===== config.mk =====
export PLATFORM = sky130hd
export DESIGN_NAME = ttc_ctrl
export DESIGN_NICKNAME = d
export VERILOG_FILES = /design/src/design/ttc_pkg.sv /design/src/design/ttc_ctrl.sv
export VERILOG_INCLUDE_DIRS = /design/src /design/src/design
export SDC_FILE = /design/constraint.sdc
export NUM_CORES = 1
export LEC_CHECK = 0
export BUFFER_PORTS_ARGS = -buffer_cell sky130_fd_sc_hd__clkbuf_2
export CAP_MARGIN = 20
export CORE_ASPECT_RATIO = 0.9
export CORE_MARGIN = 2
export CORE_UTILIZATION = 53
export CTS_BUF_LIST = sky130_fd_sc_hd__clkbuf_8
export DETAILED_ROUTE_END_ITERATION = 12
export GPL_TIMING_DRIVEN = 0
export PLACE_DENSITY = 0.91
export SYNTH_ARGS = -nofsm -noshare
export SYNTH_HDL_FRONTEND = slang
export SYNTH_SLANG_ARGS = --single-unit

===== constraint.sdc =====
create_clock -name clk -period 1.57 [get_ports clk]
set_input_delay 0.314 -clock clk [delete_from_list [all_inputs] [get_ports clk]]
set_output_delay 0.314 -clock clk [all_outputs]
set_load 0.02 [all_outputs]

===== src/design/triangle_tangent_calc_assert.svh =====
// ----------------------------------------------------------------------------
// triangle tangent assertion macros
// helpers for the concurrent checks in the ttc_ctrl design module
// ----------------------------------------------------------------------------
`ifndef TRIANGLE_TANGENT_CALC_ASSERT_SVH
`define TRIANGLE_TANGENT_CALC_ASSERT_SVH

// same-cycle implication, disabled while reset is asserted
`define TTC_ASSERT_NOW(label, clk, rst_n, ante, cons, msg) \
	label: assert property (@(posedge clk) disable iff (!rst_n) (ante) |-> (cons)) \
		else $error(msg);

// next-cycle implication, disabled while reset is asserted
`define TTC_ASSERT_NEXT(label, clk, rst_n, ante, cons, msg) \
	label: assert property (@(posedge clk) disable iff (!rst_n) (ante) |=> (cons)) \
		else $error(msg);

`endif


===== src/design/ttc_pkg.sv =====
// ----------------------------------------------------------------------------
// ttc_pkg
// widths, codes and the controller/datapath interface types of the tangent block
// ----------------------------------------------------------------------------
package ttc_pkg;

	localparam int COORD_W       = 32;              // Q16.16 port fields
	localparam int DIFF_W        = COORD_W + 1;     // corner differences
	localparam int PROD_W        = 2 * DIFF_W;      // one product
	localparam int WIDE_W        = PROD_W + 1;      // difference of two products
	localparam int QUOT_W        = COORD_W;         // quotient bits resolved
	localparam int FRAC_BITS_DEF = 16;

	localparam logic [QUOT_W-1:0] SAT_POS = {1'b0, {(QUOT_W-1){1'b1}}};
	localparam logic [QUOT_W-1:0] SAT_NEG = {1'b1, {(QUOT_W-1){1'b0}}};

	// operand pairs of the shared multiplier
	typedef enum logic [2:0] {
		MS_DU1_DV2,
		MS_DU2_DV1,
		MS_E1X_DV2,
		MS_E2X_DV1,
		MS_E1Y_DV2,
		MS_E2Y_DV1,
		MS_E1Z_DV2,
		MS_E2Z_DV1
	} mul_sel_t;

	typedef enum logic [1:0] {
		ACC_HOLD,
		ACC_LOAD,
		ACC_SUB
	} acc_op_t;

	typedef enum logic [1:0] {
		CMP_X,
		CMP_Y,
		CMP_Z
	} comp_t;

	typedef struct packed {
		logic     hold_en;     // store corner 0 or 1
		logic     hold_slot;
		logic     capture;     // third corner: latch the differences
		logic     mul_en;
		mul_sel_t mul_sel;
		acc_op_t  acc_op;
		logic     r_load;      // determinant magnitude and sign
		logic     mag_load;    // numerator magnitude and result sign
		logic     n_load;      // scaled dividend
		logic     div_start;
		logic     div_step;
		logic     comp_store;
		comp_t    comp_idx;
		logic     out_load;
		logic     out_degen;
	} ttc_cmd_t;

	typedef struct packed {
		logic r_zero;
	} ttc_status_t;

	// sign-extended difference of two port fields
	function automatic logic signed [DIFF_W-1:0] sub_ext(
		input logic signed [COORD_W-1:0] a,
		input logic signed [COORD_W-1:0] b
	);
		return {a[COORD_W-1], a} - {b[COORD_W-1], b};
	endfunction

endpackage


===== src/design/ttc_ctrl.sv =====
// ----------------------------------------------------------------------------
// ttc_ctrl
// corner counting, operation sequencing and output register handshake
// ----------------------------------------------------------------------------
`include "triangle_tangent_calc_assert.svh"

module ttc_ctrl (
	input  logic                 clk,
	input  logic                 arst_n,
	input  logic                 in_valid,
	output logic                 in_stall,
	output logic                 out_valid,
	input  logic                 out_stall,
	output ttc_pkg::ttc_cmd_t    cmd,
	input  ttc_pkg::ttc_status_t status
);
	import ttc_pkg::*;

	localparam int         CNT_W       = $clog2(QUOT_W);
	localparam logic [1:0] CORNER_LAST = 2'd2;

	typedef enum logic [3:0] {
		S_IDLE,
		S_RA,
		S_RB,
		S_RC,
		S_RD,
		S_NA,
		S_NB,
		S_NC,
		S_DA,
		S_DN,
		S_DS,
		S_DIV,
		S_DF,
		S_OUT
	} state_t;

	state_t             state_q;
	logic [1:0]         corner_q;
	comp_t              comp_q;
	logic [CNT_W-1:0]   cnt_q;
	logic               deg_q;
	logic               out_valid_q;
	logic               in_xfer;
	logic               out_free;

	assign in_stall  = (state_q != S_IDLE);
	assign in_xfer   = in_valid && !in_stall;
	assign out_free  = !out_valid_q || !out_stall;
	assign out_valid = out_valid_q;

	always_comb begin
		cmd           = '0;
		cmd.hold_slot = corner_q[0];
		cmd.comp_idx  = comp_q;
		cmd.out_degen = deg_q;
		case (state_q)
			S_IDLE: begin
				cmd.hold_en = in_xfer && (corner_q != CORNER_LAST);
				cmd.capture = in_xfer && (corner_q == CORNER_LAST);
			end
			S_RA: begin
				cmd.mul_en  = 1'b1;
				cmd.mul_sel = MS_DU1_DV2;
			end
			S_RB: begin
				cmd.mul_en  = 1'b1;
				cmd.mul_sel = MS_DU2_DV1;
				cmd.acc_op  = ACC_LOAD;
			end
			S_RC:  cmd.acc_op = ACC_SUB;
			S_RD:  cmd.r_load = 1'b1;
			S_NA: begin
				cmd.mul_en = 1'b1;
				case (comp_q)
					CMP_X:   cmd.mul_sel = MS_E1X_DV2;
					CMP_Y:   cmd.mul_sel = MS_E1Y_DV2;
					CMP_Z:   cmd.mul_sel = MS_E1Z_DV2;
					default: cmd.mul_sel = MS_E1Z_DV2;
				endcase
			end
			S_NB: begin
				cmd.mul_en = 1'b1;
				cmd.acc_op = ACC_LOAD;
				case (comp_q)
					CMP_X:   cmd.mul_sel = MS_E2X_DV1;
					CMP_Y:   cmd.mul_sel = MS_E2Y_DV1;
					CMP_Z:   cmd.mul_sel = MS_E2Z_DV1;
					default: cmd.mul_sel = MS_E2Z_DV1;
				endcase
			end
			S_NC:  cmd.acc_op     = ACC_SUB;
			S_DA:  cmd.mag_load   = 1'b1;
			S_DN:  cmd.n_load     = 1'b1;
			S_DS:  cmd.div_start  = 1'b1;
			S_DIV: cmd.div_step   = 1'b1;
			S_DF:  cmd.comp_store = 1'b1;
			S_OUT: cmd.out_load   = out_free;
			default: cmd.hold_en  = 1'b0;
		endcase
	end

	always_ff @(posedge clk or negedge arst_n) begin
		if (!arst_n) begin
			state_q     <= S_IDLE;
			corner_q    <= 2'd0;
			comp_q      <= CMP_X;
			cnt_q       <= '0;
			deg_q       <= 1'b0;
			out_valid_q <= 1'b0;
		end else begin
			out_valid_q <= (state_q == S_OUT && out_free) ? 1'b1 : (out_valid_q && out_stall);
			case (state_q)
				S_IDLE: begin
					if (in_xfer) begin
						if (corner_q == CORNER_LAST) begin
							corner_q <= 2'd0;
							state_q  <= S_RA;
						end else begin
							corner_q <= corner_q + 2'd1;
						end
					end
				end
				S_RA: state_q <= S_RB;
				S_RB: state_q <= S_RC;
				S_RC: state_q <= S_RD;
				S_RD: begin
					// zero determinant skips the divisions
					deg_q  <= status.r_zero;
					comp_q <= CMP_X;
					state_q <= status.r_zero ? S_OUT : S_NA;
				end
				S_NA: state_q <= S_NB;
				S_NB: state_q <= S_NC;
				S_NC: state_q <= S_DA;
				S_DA: state_q <= S_DN;
				S_DN: state_q <= S_DS;
				S_DS: begin
					cnt_q   <= '0;
					state_q <= S_DIV;
				end
				S_DIV: begin
					cnt_q <= cnt_q + 1'b1;
					if (cnt_q == CNT_W'(QUOT_W - 1)) begin
						state_q <= S_DF;
					end
				end
				S_DF: begin
					case (comp_q)
						CMP_X: begin
							comp_q  <= CMP_Y;
							state_q <= S_NA;
						end
						CMP_Y: begin
							comp_q  <= CMP_Z;
							state_q <= S_NA;
						end
						default: state_q <= S_OUT;
					endcase
				end
				S_OUT: begin
					if (out_free) begin
						state_q <= S_IDLE;
					end
				end
				default: state_q <= S_IDLE;
			endcase
		end
	end

	`TTC_ASSERT_NOW(a_corner_clear_busy, clk, arst_n, state_q != S_IDLE, corner_q == 2'd0, "corner count not cleared during face work")
	`TTC_ASSERT_NOW(a_cnt_idle, clk, arst_n, state_q != S_DIV, cnt_q == '0, "divider step count left nonzero")
	`TTC_ASSERT_NOW(a_valid_from_out, clk, arst_n, $rose(out_valid_q), $past(state_q) == S_OUT, "result shown outside the output step")
	`TTC_ASSERT_NEXT(a_degen_skip, clk, arst_n, state_q == S_RD && status.r_zero, state_q == S_OUT && deg_q, "zero determinant did not skip to output")

endmodule


After elaboration in Yosys (flattened, before gate mapping)
Index checks and enable logic that the tools add are counted.
{ "op_classes": {"addsub": 2, "n_eq_ne": 22, "mux": 25, "n_reduce_logical": 20} }
{ "op_table": {"columns": ["cell", "n"], "rows": [
  ["$pmux W4 S14", 1],
  ["$eq A4 B4 Y1 const B", 6],
  ["$mux W4", 6],
  ["$eq A4 B3 Y1 const B", 4],
  ["$pmux W4 S4", 1],
  ["$pmux W2 S2", 3],
  ["$pmux W3 S2", 2],
  ["$mux W1", 10],
  ["$ne A2 B2 Y1 const B", 5],
  ["$pmux W5 S2", 1],
  ["$eq A4 B2 Y1 const B", 2],
  ["$reduce_or A2 Y1", 3],
  ["$add A5 B1 Y5 const B", 1],
  ["$eq A5 B5 Y1 const B", 1],
  ["$logic_and A1 B1 Y1", 5],
  ["$eq A4 B1 Y1 const B", 1],
  ["$logic_not A4 Y1", 1],
  ["$reduce_and A2 Y1", 2],
  ["$reduce_and A4 Y1", 1],
  ["$reduce_bool A2 Y1", 2],
  ["$reduce_bool A4 Y1", 1],
  ["$logic_not A1 Y1", 3],
  ["$ne A3 B3 Y1 const B", 1],
  ["$add A2 B1 Y2 const B", 1],
  ["5 further kinds", 5]
]} }
{ "totals": {"register_bits": 15, "in_bits": 5, "out_inout_bits": 21, "elab_cells": 75} }

Depth between registers and ports, before layout
Gate-level depths: netlist of the first run.
{ "logic_depth": {"depth_word": 5, "mapped_depth": 6, "mapped_depth_nobuf": 6} }

Worst setup path before layout of the first run
No wires, ideal clock.
{ "synth_timing": {"path_type": "register -> output", "startpoint": "register state_q[0]", "endpoint": "output cmd[16] in the netlist's numbering", "arrival_ns": 1.408, "t_required_ns": 1.256, "path_slack_ns": -0.152, "stages_incl_launch_ff": 5, "n_path_buf": 1, "path_cell_list": "dfrtp_1 > buf_2 > nor4_4 > nand2_1 > nor3b_1"} }
{ "synth_lines": {"columns": ["item", "line_no", "text"], "rows": [
  ["start: declaration", "ttc_ctrl.sv:39", "state_t state_q;"],
  ["start signal: assignment", "ttc_ctrl.sv:132", "state_q <= status.r_zero ? S_OUT : S_NA;"],
  ["end: declaration", "ttc_ctrl.sv:14", "output ttc_pkg::ttc_cmd_t cmd,"]
]} }

==> flow_metrics.tcl, run 1 <==
set metrics [dict create \
    firstDrtPassIters 5 \
    grt_pass1_vias 1061 \
    layout_common_cells "buf_4, nor2_1, dfrtp_1, clkbuf_2, nand2_1" \
    seqPwrFrac_pct 52.4 \
    portBuffers 25 \
    clock-root-buffer "clkbuf_8" \
    swShare_pct 23.0 \
    final_hold_viol_count 0 \
    r2r_end "deg_q" \
    grt_max_degree 16 \
    clk_pin_slew_ps 70 \
    grt-ovfl-total 0 \
    regToRegStartpoint "state_q[0]" \
    mostFrequentLayoutCell "buf_4" \
    synth_edf_count 0 \
    cts.sinks 15 \
    wl_per_cell_um 22.2 \
    worstSetupPathType "reg -> out" \
    vias_per_cell 6.43 \
    htree_levels 1 \
    dieWidth_um 48.0 \
    final_nets 162 \
    final_antenna_net_count 0 \
    pre_cts_ws_ps -151 \
    worstHoldPathType "in -> reg" \
    reg2regPathDepth 4 \
    grt_pass1_wl_mm 5.18 \
    cp-end-kind "output port" \
    min_path_cells 2 \
    vias 1144 \
    synth-seq-area-share_pct 40.7 \
    groute.usage.overall_pct 36.0 \
    p_leak_nw 0.691 \
    max_cap_viol_count 0 \
    clockPowerShare_pct 45.4 \
    initial_core_util_pct 56.1 \
    regArea_um2 380 \
    ys_warn_count 0 \
    die_h_um 43.6 \
    max-slew-margin-rel_pct 74.0 \
    dp_hpwl_mm 1.55 \
    synth_flop_cell "dfrtp_1" \
    drc 0 \
    path_max_fanout 5 \
    skew_ps 1.68 \
    synth_nets 110 \
    fillers 77 \
    fmax_ghz 0.538 \
    p_int_mw 0.568 \
    min_period_ps 1860 \
    antennaDiodeCount 0 \
    async_flop_share_pct 100 \
    ys_ff_latch 15 \
    drive_gt1_share_pct 55.2 \
    hold_end "deg_q" \
    violations "setup timing" \
    critical_path.max_stage_delay_ps 470 \
    worstMarginPinSlew_ps 390 \
    die-area_um2 2090 \
    cts_tree "done" \
    ir_drop_mv 0.552 \
    drt_iter0_drc 80 \
    io_pins 26 \
    place_congestion 0.827 \
    worstHoldStart "status" \
    tns_ps -3210 \
    rrSetupSlack_ps -40 \
    instances_no_fill 178 \
    clockBufferDepth 2 \
    power_switching_mw 0.170 \
    startpoint_type "flop" \
    clk_latency_ps 250 \
    power.density_nw_per_um2 495 \
    finalMaxSlewViolations 0 \
    cp_cell_sequence "nor4_4 > nand2_2 > nor3b_2 > buf_4" \
    slowest_stage "dfrtp_2" \
    antenna_found_initial 0 \
    rows 14 \
    area_growth_pct 61.2 \
    arrival_ps 1540 \
    pwr-share-comb_pct 2.2 \
    finalWorstSetupSlack_ps -288 \
    multi_input_area_um2 568 \
    status "finished with violations" \
    required_ps 1260 \
    cts-buffers-inserted 3 \
    synth.avg_cell_area_um2 8.96 \
    synth_cells 103 \
    timing.final.crit_share_pct 118 \
    setup_violations 19 \
    coreArea_um2 1650 \
    synth.distinct_cells 33 \
    place_inst 152 \
    synth_area_um2 923 \
    drt_wl_total_mm 3.95 \
    rsz0062_at_grt "true" \
]
-- synth_stat cells, types with 3 or more instances --
cell	number	area (µm²)
buf_2	5	25.0
o21ai_0	4	20.0
dfrtp_1	15	375
a31oi_1	4	25.0
nand3_1	3	15.0
nand2b_1	5	31.3
buf_4	3	22.5
inv_1	4	15.0
nor2_1	13	48.8
nor3b_1	3	22.5
nand2_1	11	41.3
a21oi_1	6	30.0
-- metrics by stage --
| stage | util (%) | hold slack (ps) | power (mW) | area [µm²] |
|---|---|---|---|---|
| 3_5_place_dp | 66.5 | 254 | 0.407 | 1090 |
| 4_1_cts | 84.3 | 308 | 0.716 | 1390 |
| 2_1_floorplan | - | 18.4 | 0.394 | 940 |
| 6_report | 90.4 | 348 | 0.737 | 1490 |
| 5_1_grt | 90.4 | 367 | 0.749 | 1490 |
| 3_3_place_gp | 66.5 | 247 | 0.407 | 1090 |
-- how the worst max path moves through the flow --
stage	from	end	slack [ps]	cells past startpoint
floorplan	state_q[3]	cmd[13]	-10	4
global placement	state_q[3]	cmd[13]	-110	5
detailed placement	state_q[3]	cmd[13]	-150	5
CTS	state_q[1]	cmd[16]	-270	4
global route	state_q[1]	cmd[16]	-320	4
finish	state_q[1]	cmd[16]	-290	4
-- routing by layer --
layer  global-route usage (%)  routed length, µm  up-vias
li1                         -                  -      459
met1                     45.1               1260      525
met2                     58.7               1910      121
met3                     5.42                491       39
met4                     17.8                284        0
met5                        0                  0        -
-- power groups by stage --
stage / Sequential (mW) / Combinational (mW) / Clock [mW]
floorplan: 0.394 / 0.000119 / 0
finish: 0.386 / 0.0165 / 0.335
global placement: 0.394 / 0.0130 / 0
detailed placement: 0.394 / 0.0137 / 0
CTS: 0.386 / 0.0158 / 0.313
global route: 0.386 / 0.0182 / 0.345
-- what timing repair did --
item	4_1_cts	5_1_grt
setup buffers	15	9
hold buffers	1	0
endpoints found under the hold margin	15	0
endpoints found under the setup margin	15	21
resized for setup	39	20
pin swaps	8	3
-- state kept, by name (all words and copies together) (netlist names) --
signal	flops
comp_q	2
deg_q	1
state_q	4
cnt_q	5
out_valid	1
corner_q	2
-- worst max-delay path: cells and delay by family, from the launching register on --
kind,cells,cell delay (ps)
buffers and inverters,1,170
DFF,1,470
and+or+nand+nor,3,650
-- logic make-up after synthesis --
kind of cell,after synthesis,synth area share [%]
DFF,15,40.7
buffers and inverters,12,6.77
adders and majority gates,2,2.71
muxes,3,3.66
xor gates and xnor gates,2,1.90
and+or+nand+nor,49,30.5
AOI/OAI and AO/OA,20,13.8
-- cell type report --
class	instances	share of cell area [%]
plain buffers	7	4.37
clock buffers	3	2.77
clock inverters	1	0.336
inverters	4	1.01
multi-input cells	76	38.2
flip-flops and latches	15	25.5
well taps	24	2.02
repair buffers	48	25.8
(Power assumes the default switching activity.)
==> run 2, diff against run 1 <==
--- a/config.mk
+++ b/config.mk
@@ -8,12 +8,13 @@
 export LEC_CHECK = 0
 export BUFFER_PORTS_ARGS = -buffer_cell sky130_fd_sc_hd__clkbuf_2
 export CAP_MARGIN = 20
-export CORE_ASPECT_RATIO = 0.9
+export CORE_ASPECT_RATIO = 1.25
 export CORE_MARGIN = 2
 export CORE_UTILIZATION = 53
 export CTS_BUF_LIST = sky130_fd_sc_hd__clkbuf_8
 export DETAILED_ROUTE_END_ITERATION = 12
 export GPL_TIMING_DRIVEN = 0
+export MAX_ROUTING_LAYER = met4
 export PLACE_DENSITY = 0.91
 export SYNTH_ARGS = -nofsm -noshare
 export SYNTH_HDL_FRONTEND = slang
==> run 2 against run 1 <==
Net effect:
- the run now fails in global routing (5_1_grt)
- synthesized cell count unchanged
- synthesized area stayed put
==> flow_metrics.tcl, run 2 <==
set metrics [dict create \
    yosysMostFrequentCell "dfrtp_1" \
    status "stopped before the end" \
    yosysTopAreaCellShare_pct 40.7 \
    synth_flop_cell "dfrtp_1" \
    die_h_um 50.7 \
    worst-ep-kind "primary output" \
    synth_simple_gate_area_share_pct 30.5 \
    synth_area_um2 923 \
    place_inst 146 \
    synth_compound_area_share_pct 13.8 \
    postGrtWorstEndpoint "cmd[16]" \
    async_flop_share_pct 100 \
    dieWidth_um 41.3 \
    ys_warn_count 0 \
    place_congestion 0.846 \
    synth_edf_count 0 \
    synth.avg_cell_area_um2 8.96 \
    error_line "[ERROR DPL-0038] Utilization greater than 100%, impossible to legalize" \
    ys_ff_latch 15 \
    synth_top_family_by_area "simple AND/OR/NAND/NOR gates" \
    portBuffers 25 \
    synth-xor-area-share_pct 1.90 \
    synth_commonest_cells "dfrtp_1, nor2_1, nand2_1" \
    initial_core_util_pct 57.7 \
    cts.sinks 15 \
    dp_hpwl_mm 1.45 \
    synth_fa_ha_area_share_pct 2.71 \
    synth-seq-area-share_pct 40.7 \
    yosysTopAreaCell "dfrtp_1" \
    failed_stage "global routing (5_1_grt)" \
    io_pins 26 \
    synth_mux_area_share_pct 3.66 \
    clock-root-buffer "clkbuf_8" \
    synth_cells 103 \
    grt_max_degree 16 \
    synth_nets 110 \
    htree_levels 1 \
    cts-buffers-inserted 3 \
    clockBufferDepth 2 \
    synth.distinct_cells 33 \
    yosys-top-cells-area "dfrtp_1, nor2_1, nand2_1" \
    rows 16 \
]
run 2: what timing repair did:
item,in CTS
gates resized for setup,60
hold endpoints to repair,15
hold buffers,1
pin swaps,12
endpoints found under the setup margin,16
buffers inserted,16
run 2: through the flow:
step / worst slack, ps / utilization (%) / TNS, ps / instance area (µm²)
CTS: -228 / 93.2 / -2060 / 1490
detailed placement: -107 / 67.9 / -392 / 1090
global placement: -104 / 67.9 / -288 / 1090
floorplan: -11.8 / - / -11.8 / 940
run 2: cell families after synthesis:
family	count (synthesis)
multiplexers	3
XOR/XNOR	2
buffers and inverters	12
AO/OA/AOI/OAI	20
adder cells (fa/ha/maj)	2
AND/OR/NAND/NOR	49
flip-flops	15
==> run 3, diff against run 2 <==
--- a/config.mk
+++ b/config.mk
@@ -8,14 +8,11 @@
 export LEC_CHECK = 0
 export BUFFER_PORTS_ARGS = -buffer_cell sky130_fd_sc_hd__clkbuf_2
 export CAP_MARGIN = 20
-export CORE_ASPECT_RATIO = 1.25
-export CORE_MARGIN = 2
-export CORE_UTILIZATION = 53
-export CTS_BUF_LIST = sky130_fd_sc_hd__clkbuf_8
+export CORE_AREA = 2 2 63 65
 export DETAILED_ROUTE_END_ITERATION = 12
+export DIE_AREA = 0 0 65 67
 export GPL_TIMING_DRIVEN = 0
-export MAX_ROUTING_LAYER = met4
-export PLACE_DENSITY = 0.91
+export PLACE_DENSITY_LB_ADDON = 0.15
 export SYNTH_ARGS = -nofsm -noshare
 export SYNTH_HDL_FRONTEND = slang
 export SYNTH_SLANG_ARGS = --single-unit
==> run 3 against run 2 <==
Net effect:
- the flow now finishes, with violations (setup timing)
==> flow_metrics.tcl, run 3 (synthesis results as in run 1) <==
set metrics [dict create \
    setup_violations 16 \
    clock-root-buffer "clkbuf_8" \
    cp_cell_sequence "buf_6 > xnor2_1 > or2_4 > a21oi_2 > clkbuf_8" \
    power_mw 0.722 \
    largest_register_ffs 5 \
    die-area_um2 4360 \
    coreArea_um2 3610 \
    ir_drop_mv 0.284 \
    arrival_ps 1490 \
    grt-ovfl-total 0 \
    skew_ps 4.54 \
    rows 22 \
    drive_gt1_share_pct 55.6 \
    path_delay_family "flip-flops" \
    power.density_nw_per_um2 453 \
    groute.usage.overall_pct 12.7 \
    cp-end-kind "output port" \
    cts-buffers-inserted 3 \
    final_nets 161 \
    place_congestion 0.769 \
    vias 934 \
    worstMarginPinSlew_ps 408 \
    rsz0062_at_grt "true" \
    layout_common_cells "buf_4, dfrtp_1, clkbuf_2, nand2_1" \
    finalMaxSlewViolations 0 \
    antennaDiodeCount 0 \
    violations "setup timing" \
    post_dp_cell_area_um2 1120 \
    max-slew-margin-rel_pct 72.8 \
    cts_tree "done" \
    drt_wl_total_mm 2.51 \
    slowest_stage "dfrtp_1" \
    vias_per_cell 4.65 \
    grt_pass1_vias 908 \
    clk_latency_ps 250 \
    clk_pin_slew_ps 60 \
    io_pins 26 \
    status "finished with violations" \
    final_antenna_net_count 0 \
    grt_pass1_wl_mm 4.14 \
    startpoint_type "flop" \
    area_growth_pct 72.5 \
    critical_path.max_stage_delay_ps 370 \
    final_hold_viol_count 0 \
    post-route-util_pct 44.2 \
    antenna_found_initial 0 \
    grt_max_degree 16 \
    initial_core_util_pct 25.6 \
    path_max_fanout 6 \
    worst-path-buf-inv 2 \
    cts.sinks 15 \
    wl_per_cell_um 12.5 \
    min_period_ps 1800 \
    worstHoldPathType "in -> reg" \
    htree_levels 1 \
    dieWidth_um 65 \
    drt_iter0_drc 24 \
    worstSetupPathType "reg -> out" \
    fillers 343 \
    dp_hpwl_mm 1.58 \
    firstDrtPassIters 4 \
    design_area_um2 1590 \
    required_ps 1260 \
    regMostFlops "cnt_q" \
    timing.final.crit_share_pct 115 \
    largestRegisters "cnt_q (5), state_q (4)" \
    max_cap_viol_count 0 \
    fmax_ghz 0.555 \
    p_leak_nw 0.715 \
    mostFrequentLayoutCell "buf_4" \
    finalWorstSetupSlack_ps -231 \
    die_h_um 67 \
    clockBufferDepth 2 \
    portBuffers 25 \
    drc 0 \
]
run 3: path summary, 6_finish.rpt:
check | from | to | slack, ps | cells after the start
max | state_q[0] | cmd[13] | -230 | 5
min | status | deg_q | 290 | 2
max reg2reg | state_q[2] | deg_q | -50 | 5
min reg2reg | cnt_q[4] | cnt_q[4] | 490 | 2
max in group asynchronous | arst_n | state_q[2] | 740 | 2
min in group asynchronous | arst_n | state_q[0] | 520 | 2
run 3: area by class of cell:
cell class	instances	area, µm²	share of cell area [%]
Multi-Input combinational cell	76	596	37.4
Inverter	4	15.0	0.943
Tap cell	48	60.1	3.77
Buffer	8	95.1	5.97
Sequential cell	15	378	23.7
Timing Repair Buffer	46	404	25.4
Clock buffer	4	45.0	2.83
run 3: power breakdown:
part | internal, mW | switching, mW
Combinational | 0.00530 | 0.0101
Clock | 0.180 | 0.140
Sequential | 0.387 | 0.0000000000000000829
run 3: routing by layer:
| layer | vias to the layer above | global-route usage, % | share of wire (%) |
|---|---|---|---|
| met3 | 4 | 1.69 | 3.9 |
| li1 | 457 | - | - |
| met5 | - | 0 | 0 |
| met4 | 0 | 7.98 | 2.7 |
| met2 | 24 | 19.7 | 47 |
| met1 | 449 | 16.5 | 46 |
run 3: what timing repair did:
| item | 4_1_cts | 5_1_grt |
|---|---|---|
| hold buffers | 1 | 0 |
| setup endpoints to repair | 16 | 17 |
| endpoints found under the hold margin | 5 | 0 |
| pin swaps | 7 | 7 |
| buffers inserted | 11 | 10 |
| gates cloned | 0 | 0 |
| gates resized for setup | 46 | 33 |
run 3: per-stage QoR:
stage | std cells | TNS [ps] | setup slack (ps) | hold WS (ps)
after floorplan | 103 | -11.8 | -11.8 | 18.4
after global routing | 201 | -3160 | -308 | 318
after CTS | 192 | -2490 | -267 | 297
after detailed placement | 176 | -503 | -169 | 269
after global placement | 176 | -449 | -177 | 270
final | 201 | -2180 | -231 | 291
